[src/sv/assert_macros.svh]
// Assertion macros shared by the RTL of the double-click detector.
// Expects a clock named clk and an active-low reset named rst_n in scope.
`ifndef ASSERT_MACROS_SVH
`define ASSERT_MACROS_SVH

// Property checked on every rising clock edge outside reset.
`define DDDC_ASSERT(lbl, prop, msg) \
  lbl: assert property (@(posedge clk) disable iff (!rst_n) (prop)) else $error(msg);

// Implication: when cond holds, then holds in the same cycle.
`define DDDC_ASSERT_IMP(lbl, cond, then_expr, msg) \
  lbl: assert property (@(posedge clk) disable iff (!rst_n) (cond) |-> (then_expr)) \
    else $error(msg);

`endif

[src/sv/dddc_pkg.sv]
// Shared types and constants for the debounced double-click detector.
// No dependencies.
package dddc_pkg;

  localparam int DEBOUNCE_W = 10;
  localparam int GAP_W      = 16;
  localparam int COUNT_W    = 4;

  localparam logic [DEBOUNCE_W-1:0] DEBOUNCE_RESET = 10'd20;
  localparam logic [GAP_W-1:0]      GAP_RESET      = 16'd300;

  localparam logic [COUNT_W-1:0] CLICKS_FOR_ACTION = 4'd2;
  localparam logic [COUNT_W-1:0] COUNT_MAX         = 4'd15;

  // Register indexes of the configuration port
  localparam logic CFG_DEBOUNCE = 1'b0;
  localparam logic CFG_GAP      = 1'b1;

  // Sampled key codes
  localparam logic [1:0] KEY_NONE = 2'd0;
  localparam logic [1:0] KEY_ONE  = 2'd1;
  localparam logic [1:0] KEY_TWO  = 2'd2;

  typedef enum logic [1:0] {
    ACT_NONE    = 2'd0,
    ACT_STANDBY = 2'd1,
    ACT_REPORT  = 2'd2
  } action_t;

  // Per-poll status flags handed to the core
  typedef struct packed {
    logic [1:0] key_code;
    logic       charging;
    logic       connected;
  } poll_flags_t;

  // One result, packed in tdata order from the top bit down
  typedef struct packed {
    logic               keep_polling;
    logic               key_is_down;
    logic [COUNT_W-1:0] clicks_so_far;
    action_t            action;
  } result_t;

endpackage

[src/sv/dddc_core.sv]
// Debounce and click-burst state with its combinational next-state logic.
// Depends on dddc_pkg.
module dddc_core import dddc_pkg::*; #(
  parameter int TIME_BITS = 32
) (
  input  logic                  clk,
  input  logic                  rst_n,
  input  logic                  step_en,
  input  poll_flags_t           flags,
  input  logic [TIME_BITS-1:0]  now,
  input  logic [DEBOUNCE_W-1:0] debounce_ms,
  input  logic [GAP_W-1:0]      click_gap_ms,
  output result_t               result
);

  logic                 pressed_r, pressed_nxt;
  logic [1:0]           pending_key_r, pending_key_nxt;
  logic [TIME_BITS-1:0] press_stamp_r, press_stamp_nxt;
  logic [TIME_BITS-1:0] release_stamp_r, release_stamp_nxt;
  logic [COUNT_W-1:0]   click_count_r, click_count_nxt;
  logic [TIME_BITS-1:0] last_click_r, last_click_nxt;
  logic [1:0]           burst_key_r, burst_key_nxt;

  logic                 down;
  logic [TIME_BITS-1:0] stamp;
  logic [TIME_BITS-1:0] deb_span, gap_span;
  logic [TIME_BITS-1:0] since_press, since_release, since_click;
  logic                 press_ok, release_ok, gap_done;
  logic                 burst_close, click_done;
  logic [COUNT_W-1:0]   count_mid;
  action_t              action;

  assign down  = (flags.key_code != KEY_NONE);
  assign stamp = now | TIME_BITS'(1);

  // Wrapping elapsed times against the stored stamps
  assign deb_span      = TIME_BITS'(debounce_ms);
  assign gap_span      = TIME_BITS'(click_gap_ms);
  assign since_press   = now - press_stamp_r;
  assign since_release = now - release_stamp_r;
  assign since_click   = now - last_click_r;
  assign press_ok      = since_release > deb_span;
  assign release_ok    = since_press > deb_span;
  assign gap_done      = since_click > gap_span;

  assign burst_close = (click_count_r != '0) && (last_click_r != '0) && gap_done;
  assign click_done  = (pending_key_r != KEY_NONE) && !down && release_ok;

  // Burst decision on close
  always_comb begin
    action = ACT_NONE;
    if (burst_close && !flags.charging && click_count_r == CLICKS_FOR_ACTION) begin
      if (burst_key_r == KEY_ONE) begin
        action = ACT_STANDBY;
      end else if (burst_key_r == KEY_TWO && flags.connected) begin
        action = ACT_REPORT;
      end
    end
  end

  // Next state: debounce edges, then close, then a new click
  always_comb begin
    pressed_nxt       = pressed_r;
    press_stamp_nxt   = press_stamp_r;
    release_stamp_nxt = release_stamp_r;
    pending_key_nxt   = pending_key_r;
    burst_key_nxt     = burst_key_r;
    last_click_nxt    = last_click_r;

    if (down) begin
      if (!pressed_r && press_ok) begin
        pressed_nxt     = 1'b1;
        press_stamp_nxt = stamp;
        pending_key_nxt = flags.key_code;
      end
    end else if (pressed_r && release_ok) begin
      pressed_nxt       = 1'b0;
      release_stamp_nxt = stamp;
    end

    count_mid = click_count_r;
    if (burst_close) begin
      count_mid      = '0;
      last_click_nxt = '0;
      burst_key_nxt  = KEY_NONE;
    end

    click_count_nxt = count_mid;
    if (click_done) begin
      if (count_mid < COUNT_MAX) begin
        click_count_nxt = count_mid + COUNT_W'(1);
      end
      last_click_nxt  = stamp;
      burst_key_nxt   = pending_key_r;
      pending_key_nxt = KEY_NONE;
    end
  end

  always_ff @(posedge clk) begin
    if (!rst_n) begin
      pressed_r       <= 1'b0;
      pending_key_r   <= KEY_NONE;
      press_stamp_r   <= '0;
      release_stamp_r <= '0;
      click_count_r   <= '0;
      last_click_r    <= '0;
      burst_key_r     <= KEY_NONE;
    end else if (step_en) begin
      pressed_r       <= pressed_nxt;
      pending_key_r   <= pending_key_nxt;
      press_stamp_r   <= press_stamp_nxt;
      release_stamp_r <= release_stamp_nxt;
      click_count_r   <= click_count_nxt;
      last_click_r    <= last_click_nxt;
      burst_key_r     <= burst_key_nxt;
    end
  end

  assign result.action        = action;
  assign result.clicks_so_far = click_count_nxt;
  assign result.key_is_down   = pressed_nxt;
  assign result.keep_polling  = down || (click_count_nxt != '0);

endmodule

[src/sv/debounced_double_click_detector_top.sv]
// Top level of the debounced double-click detector: stream ports, config
// registers, input and output registers. Depends on dddc_pkg, dddc_core
// and assert_macros.svh.
//
// Usage: each poll transaction on the in_ channel carries the sampled key,
// the millisecond time and the charging/connected flags. Every poll yields
// exactly one result transaction on the out_ channel with the burst action,
// the click count, the debounced key state and a keep-polling hint.
// A poll accepted into the input register is evaluated by dddc_core and its
// result is registered for out_tdata. Throughput: one poll per cycle while
// out_tready is high; the whole step is a few wrapping subtracts and
// compares in dddc_core between the input and output register.
// Stall: while out_tready is low the result holds; the input register still
// takes one more poll, then in_tready drops until the result is taken.
// Reset: rst_n (synchronous) clears all state, empties both registers and
// loads debounce_ms = 20 and click_gap_ms = 300. Configuration writes are
// taken any cycle but are meant for idle periods.
module debounced_double_click_detector_top import dddc_pkg::*; #(
  parameter int TIME_BITS = 32
) (
  input  logic        clk,
  input  logic        rst_n,
  // poll input; tdata: key_code[1:0], now_ms[33:2], charging[34],
  // connected[35], zero pad[39:36]
  input  logic        in_tvalid,
  output logic        in_tready,
  input  logic [39:0] in_tdata,
  // result output; tdata: action[1:0], clicks_so_far[5:2], key_is_down[6],
  // keep_polling[7]
  output logic        out_tvalid,
  input  logic        out_tready,
  output logic [7:0]  out_tdata,
  // configuration write port
  input  logic        cfg_wen,
  input  logic        cfg_index,
  input  logic [15:0] cfg_wdata
);

  logic                  in_valid_r;
  poll_flags_t           flags_r;
  logic [TIME_BITS-1:0]  now_r, now_nxt;
  logic                  out_valid_r, out_valid_nxt;
  result_t               out_data_r;
  result_t               core_result;
  logic [DEBOUNCE_W-1:0] debounce_r;
  logic [GAP_W-1:0]      gap_r;
  logic                  in_take, advance;

  // Fit the 32-bit time into the stamp width
  generate
    if (TIME_BITS > 32) begin : g_time_ext
      assign now_nxt = {{(TIME_BITS-32){1'b0}}, in_tdata[33:2]};
    end else if (TIME_BITS == 32) begin : g_time_eq
      assign now_nxt = in_tdata[33:2];
    end else begin : g_time_cut
      assign now_nxt = in_tdata[TIME_BITS+1:2];
    end
  endgenerate

  // Handshake: core step fires on a held poll when the output can take it
  assign advance   = in_valid_r && (!out_valid_r || out_tready);
  assign in_tready = !in_valid_r || advance;
  assign in_take   = in_tvalid && in_tready;

  always_comb begin
    out_valid_nxt = out_valid_r;
    if (advance) begin
      out_valid_nxt = 1'b1;
    end else if (out_tready) begin
      out_valid_nxt = 1'b0;
    end
  end

  // Input register
  always_ff @(posedge clk) begin
    if (!rst_n) begin
      in_valid_r <= 1'b0;
    end else if (in_take) begin
      in_valid_r <= 1'b1;
    end else if (advance) begin
      in_valid_r <= 1'b0;
    end
  end

  always_ff @(posedge clk) begin
    if (in_take) begin
      flags_r.key_code  <= in_tdata[1:0];
      flags_r.charging  <= in_tdata[34];
      flags_r.connected <= in_tdata[35];
      now_r             <= now_nxt;
    end
  end

  // Output register
  always_ff @(posedge clk) begin
    if (!rst_n) begin
      out_valid_r <= 1'b0;
    end else begin
      out_valid_r <= out_valid_nxt;
    end
  end

  always_ff @(posedge clk) begin
    if (advance) begin
      out_data_r <= core_result;
    end
  end

  // Configuration registers
  always_ff @(posedge clk) begin
    if (!rst_n) begin
      debounce_r <= DEBOUNCE_RESET;
      gap_r      <= GAP_RESET;
    end else if (cfg_wen) begin
      unique case (cfg_index)
        CFG_DEBOUNCE: debounce_r <= cfg_wdata[DEBOUNCE_W-1:0];
        CFG_GAP:      gap_r      <= cfg_wdata;
        default:      ;
      endcase
    end
  end

  dddc_core #(
    .TIME_BITS(TIME_BITS)
  ) u_core (
    .clk          (clk),
    .rst_n        (rst_n),
    .step_en      (advance),
    .flags        (flags_r),
    .now          (now_r),
    .debounce_ms  (debounce_r),
    .click_gap_ms (gap_r),
    .result       (core_result)
  );

  assign out_tvalid = out_valid_r;
  assign out_tdata  = out_data_r;

`include "assert_macros.svh"

  // A held result with a full input register must block the input side
  `DDDC_ASSERT_IMP(a_stall_blocks_input, in_valid_r && out_valid_r && !out_tready, !in_tready, "input accepted while both registers are full and output stalled")
  // A burst action leaves at most the one click that opened a new burst
  `DDDC_ASSERT_IMP(a_action_count, out_valid_r && out_data_r.action != ACT_NONE, out_data_r.clicks_so_far <= 4'd1, "action reported with an open multi-click burst")
  // A nonzero count always keeps polling
  `DDDC_ASSERT_IMP(a_count_polls, out_valid_r && out_data_r.clicks_so_far != '0, out_data_r.keep_polling, "open burst without keep_polling")

endmodule

[config.mk]
export PLATFORM = sky130hd
export DESIGN_NAME = debounced_double_click_detector_top
export DESIGN_NICKNAME = d
export VERILOG_FILES = /design/src/sv/dddc_pkg.sv /design/src/sv/dddc_core.sv /design/src/sv/debounced_double_click_detector_top.sv
export VERILOG_INCLUDE_DIRS = /design/src /design/src/sv
export SDC_FILE = /design/constraint.sdc
export NUM_CORES = 1
export LEC_CHECK = 0
export ABC_AREA = 0
export BUFFER_PORTS_ARGS = -buffer_cell sky130_fd_sc_hd__buf_2
export CAP_MARGIN = 5
export CORE_ASPECT_RATIO = 1.2
export CORE_MARGIN = 4
export CORE_UTILIZATION = 65
export CTS_CLUSTER_DIAMETER = 100
export DETAILED_ROUTE_END_ITERATION = 10
export HOLD_SLACK_MARGIN = 0.06
export PLACE_DENSITY = 0.84
export SYNTH_ARGS = -nofsm -noshare
export SYNTH_HDL_FRONTEND = slang
export SYNTH_SLANG_ARGS = --single-unit
[constraint.sdc]
create_clock -name clk -period 10.3 [get_ports clk]
set_input_delay 1.545 -clock clk [delete_from_list [all_inputs] [get_ports clk]]
set_output_delay 1.545 -clock clk [all_outputs]
set_load 0.005 [all_outputs]
# Word-level counts from Yosys, hierarchy flattened
# Index checks and enable logic that the tools add are counted.
[totals] mem_bits_rw=0 output_inout_bits=10 wordCells=89 n_memories=0 latch_bits=0 ff_bits=177 romBits=0 inputBits=62
[classes] n_eq_ne=3 shift=0 n_bitwise=3 magnitude_cmp=4 n_mux=19 addsub=4 n_div=0 n_reduce_logical=36 n_mul=0
[ops] operator="subtractor 32 bit" n=3
[ops] operator="> comparator 32 x 10 -> 1 bit" n=2
[ops] operator="2-to-1 mux 32 bit" n=2
[ops] operator="> comparator 32 x 16 -> 1 bit" n=1
[ops] operator="nonzero test 32 bit" n=1
[ops] operator="nonzero test 2 bit" n=7
[ops] operator="2-to-1 mux 2 bit" n=6
[ops] operator="2-to-1 mux 4 bit" n=3
[ops] operator="logical AND 1 bit" n=11
[ops] operator="AND reduction 3 bit" n=3
[ops] operator="2-to-1 mux 1 bit" n=8
[ops] operator="nonzero test 4 bit" n=2
[ops] operator="AND reduction 2 bit" n=3
[ops] operator="zero test 1 bit" n=5
[ops] operator="adder 4 x 1 -> 4 bit, second input constant" n=1
[ops] operator="equality test 4 x 2 -> 1 bit, second input constant" n=1
[ops] operator="less-than comparator 4 bit, second input constant" n=1
[ops] operator="logical OR 1 bit" n=3
[ops] operator="NOT 1 bit" n=3
[ops] operator="equality test 2 x 1 -> 1 bit, second input constant" n=1
[ops] operator="equality test 2 bit, second input constant" n=1
[ops] operator="OR reduction 2 bit" n=1

# Logic depth before layout (Yosys ltp)
[depth] word_depth=9 mapped_depth=29 mapped_depth_nobuf=28

# Modules after synthesis
# A second synthesis with hierarchy kept.
[unflattened] hier_cells=1656 area_unflattened_um2=13424.1
[by_module_without_submodules] mod="dddc_core" n_inst=1 area_per_inst_um2=11006.8 cells_per_inst=1492 seq_area_each_um2=2102.0
[by_module_without_submodules] mod="debounced_double_click_detector_top" n_inst=1 area_per_inst_um2=2417.3 cells_per_inst=164 seq_area_each_um2=1881.8

# Least setup slack after synthesis
# Ideal clock, no wire load.
[synth_path] path_kind="register -> register" from="register now_r[7]" to="register out_data_r (netlist bit out_tdata[7]), data pin" setup_ns=0.266 required_time_ns=10.034 path_buffers=1 path_stages_with_launch=26 slack_ns=4.723 arrival_ns=5.311 path_cell_list="edfxtp_1 ha_1 a21o_1 a211o_1 or2_0 o21ai_0 o21ai_0 xor2_1 ha_1 a21oi_1 nand2_1 a21o_1 a2111oi_0 a21oi_1 nor4_1 o211ai_1 nor4_1 a41oi_1 clkbuf_1 nor2b_1 ha_1 o211a_1 nand2_1 nor4_1 a31o_2 o211ai_1"
[synth_lines] item="start, declared" line="debounced_double_click_detector_top.sv:41" source="logic [TIME_BITS-1:0] now_r, now_nxt;"
[synth_lines] item="start signal, assigned" line="debounced_double_click_detector_top.sv:90" source="now_r <= now_nxt;"
[synth_lines] item="end signal, assigned" line="debounced_double_click_detector_top.sv:105" source="out_data_r <= core_result;"
[synth_lines] item="end, declared" line="debounced_double_click_detector_top.sv:43" source="result_t out_data_r;"

==> key figures <==
Logic synthesis
  • Simple-gate share of the synthesized area: between 15 and 20%
  • Sequential fraction of the synthesis area: between 30% and 40%
  • Complex-gate fraction of the synthesized area: a little under a quarter
  • Syn Area/Cell: 8.21 um2
  • Post-Synth Adder-Cell Area: between 10% and 20%
  • Synth area leaders: dfxtp_1 20%, ha_1 12%, edfxtp_1 10%, a21oi_1 5.0%, mux2i_1 5.0%
  • Post-synth EDFFs: 44
  • Largest family of logic cells by synthesized area: compound AO/OA/AOI/OAI gates
  • YS warnings: 0
  • Flop and latch count out of synthesis: between 150 and 200
  • Post-Synth XOR/XNOR Area: ~4%
  • Ys async rst share: 0%
  • Yosys top cell area share: between 20% and 30%
  • Synth Flop Type: dfxtp_1
  • Synth unique cells: 85
  • Mapped Area: between 0.01 and 0.015 mm2
  • Syn Nets: 1,804
  • Cell taking the most area after synthesis: dfxtp_1
  • Post-Syn Instances: 1,609
  • Mux contribution to synthesized area: between 5 and 6%

Clock network
  • CTS Root Cell: clkbuf_16
  • Num CTS Buffers: 17
  • Clk sinks: 177
  • Post-CTS setup buffer count: 0
  • CTS tree: done
  • Clk slew on worst S/H paths: 70 ps
  • Worst-Skew Late Latency: about 430 ps
  • Hold-fix buffers, CTS: 0
  • H-tree levels: 4
  • Post-CTS resize count: 0
  • Max clock buf depth: 2

Global route
  • Tot GR Track Use: about 29%
  • Largest net degree at the start of global routing: 70
  • Total gr overflow: 0
  • Vias in the first global route: 11,555
  • Global-route wire length before repair: ~55 mm
  • Initial antenna violation count: 0

Critical path
  • Largest stage delay, worst path: approximately 620 ps
  • CP Class: flip-flop to flip-flop
  • Crit path arrival time: about 7000 ps
  • CP startpoint kind: flip-flop
  • Crit path required time: 10,470 ps
  • CP max FO: 14
  • CP top delay family: compound AO/OA/AOI/OAI gates
  • Slowest stage cell, crit path: edfxtp_1
  • Setup crit end kind: flip-flop
  • Buf/Inv on CP: 2

STA
  • Achievable Freq: ~150 MHz
  • Unrepaired setup endpoints after global routing: no
  • Final setup TNS: 0 ps
  • Final setup viols: 0
  • Worst Tran Pin Value: 1100 ps
  • Slew Viols, Final: 0
  • Min cycle time layout: just under 7000 ps
  • Fin. Hold Viols: 0
  • Tcrit/Tclk final: approximately two thirds
  • Clock skew: around 15 ps
  • Max_slew headroom: approximately a quarter

Drt
  • Pre-antenna DRT Iters: 6
  • ANT nets after route: 0
  • Detailed-route DRC error count: 0
  • Drt wl/cell: 17.9 um
  • Via count: roughly 12,000
  • Iter 0 DRT Violations: 897
  • Via/cell ratio: approximately 6.3
  • Final wirelength: roughly 34 mm

Cells and area
  • Reg area: 0.00398 mm2
  • Final Cell Area: 0.0142 mm2
  • Multi-input gate area in the final layout: ~0.0083 mm2
  • Layout cells sized above 1: under 10%
  • Final core occ: 71.8%
  • Final nets: around 1,800
  • Layout Area Growth over Synthesis: 7.43%
  • Fillers: approximately 1,600
  • Most frequent cells in the layout: 164 x nor2_1, 145 x inv_1, 133 x dfxtp_1
  • ANT cells: 0
  • Commonest non-fill, non-tap cell in the layout: nor2_1

Power
  • Leak: a little under 6 nW
  • Maximum vdd drop: 0.108 mV
  • Power Density: roughly 130 mW/mm2

Floorplan
  • Die Width: approximately 140 um
  • Ports: 72
  • Die ar.: ~0.023 mm2
  • Initial core utilization: between 60% and 70%
  • Placeable Area: 0.0198 mm2
  • Chip height: 164 um
  • # rows: between 50 and 60

Outcome
  • Status: finished clean

Hold path
  • Type of the worst min-delay path: flip-flop to flip-flop

Placed design
  • HPWL after detailed placement: 25.7 mm
  • GP Congestion: about 0.96
  • Post-DP Area: between 0.01 and 0.015 mm2
  • PortBufs: 67

Flow run
  • Max Cap Viol: 0
==> path summary, 6_finish.rpt <==
check | start | end | slack, ps | depth (start not counted)
min | gap_r[12] | gap_r[12] | 460 | 2
max | now_r[1] | out_tdata[7] | 3580 | 26
min reg2reg | gap_r[12] | gap_r[12] | 460 | 2
max reg2reg | now_r[1] | out_tdata[7] | 3580 | 26
==> flip-flops by register name, summed over array words and instances, names as in the netlist, 4 cells and up <==
| signal | count |
|---|---|
| u_core.release_stamp_r | 32 |
| gap_r | 16 |
| u_core.click_count_r | 4 |
| out_tdata | 8 |
| debounce_r | 10 |
| flags_r | 4 |
| now_r | 32 |
| u_core.last_click_r | 32 |
| u_core.press_stamp_r | 32 |
==> cells by family (layout without fill, tap and decap cells) <==
group,Yosys count,after routing
AO/OA/AOI/OAI,467,467
XOR/XNOR,60,60
adder cells (fa/ha/maj),133,133
buffers and inverters,214,251
flip-flops,177,177
multiplexers,67,67
AND/OR/NAND/NOR,491,491
==> worst register-to-register path, delay by kind of cell (launching register included) <==
| kind | cells | cell delay (ps) |
|---|---|---|
| AOI/OAI and AO/OA | 13 | 2630 |
| xor gates and xnor gates | 1 | 250 |
| adders and majority gates | 3 | 1050 |
| buffers and inverters | 2 | 400 |
| DFF | 1 | 620 |
| and+or+nand+nor | 7 | 1520 |
==> power by group <==
| group | switching (mW) | total (mW) | leakage (nW) | internal (mW) |
|---|---|---|---|---|
| Clock | 0.298 | 0.671 | 0.298 | 0.372 |
| Combinational | 0.258 | 0.430 | 4.08 | 0.172 |
| Sequential | 0.0260 | 0.762 | 1.51 | 0.736 |
==> synthesized netlist by cell type, types with 9 or more instances <==
library cell / n
mux2i_1: 66
nor4_1: 16
nand2b_1: 15
a21oi_1: 132
o21ai_0: 68
edfxtp_1: 44
a22oi_1: 36
o21bai_1: 12
nand2_1: 131
a31oi_1: 15
dfxtp_1: 133
a21o_1: 53
xor2_1: 26
nor2_1: 164
ha_1: 130
or3_1: 11
a211oi_1: 10
o21ai_1: 9
nand3_1: 26
and2_1: 10
clkbuf_1: 52
o211ai_1: 26
inv_1: 145
xnor2_1: 34
o21a_1: 22
nand4_1: 33
nor3_1: 23
nor2b_1: 17
==> through the flow <==
stage	setup WS (ps)	hold slack, ps	instances	total power, mW
after detailed placement	3730	445	1875	1.19
after CTS	3710	457	1907	1.86
after floorplan	4720	429	1609	1.09
after global placement	3860	439	1875	1.18
after global routing	2980	476	1907	1.95
final	3580	457	1907	1.86
==> layout make-up <==
type                            instances  area share (%)
Clock inverter                         12           0.952
Tap cell                              261            2.30
Timing Repair Buffer                   72            2.63
Clock buffer                           20            3.38
Inverter                              147            3.90
Sequential cell                       177            28.1
Multi-Input combinational cell       1218            58.8
==> metal layers <==
metal / vias to the layer above / share of wire, % / track usage (%)
met5: - / 0 / 0
met4: 0 / 3.1 / 10.6
met3: 83 / 5.4 / 3.76
met2: 429 / 49 / 52.8
met1: 5669 / 42 / 36.3
li1: 5865 / - / -
Note: power is estimated with default switching activity, not from simulation.
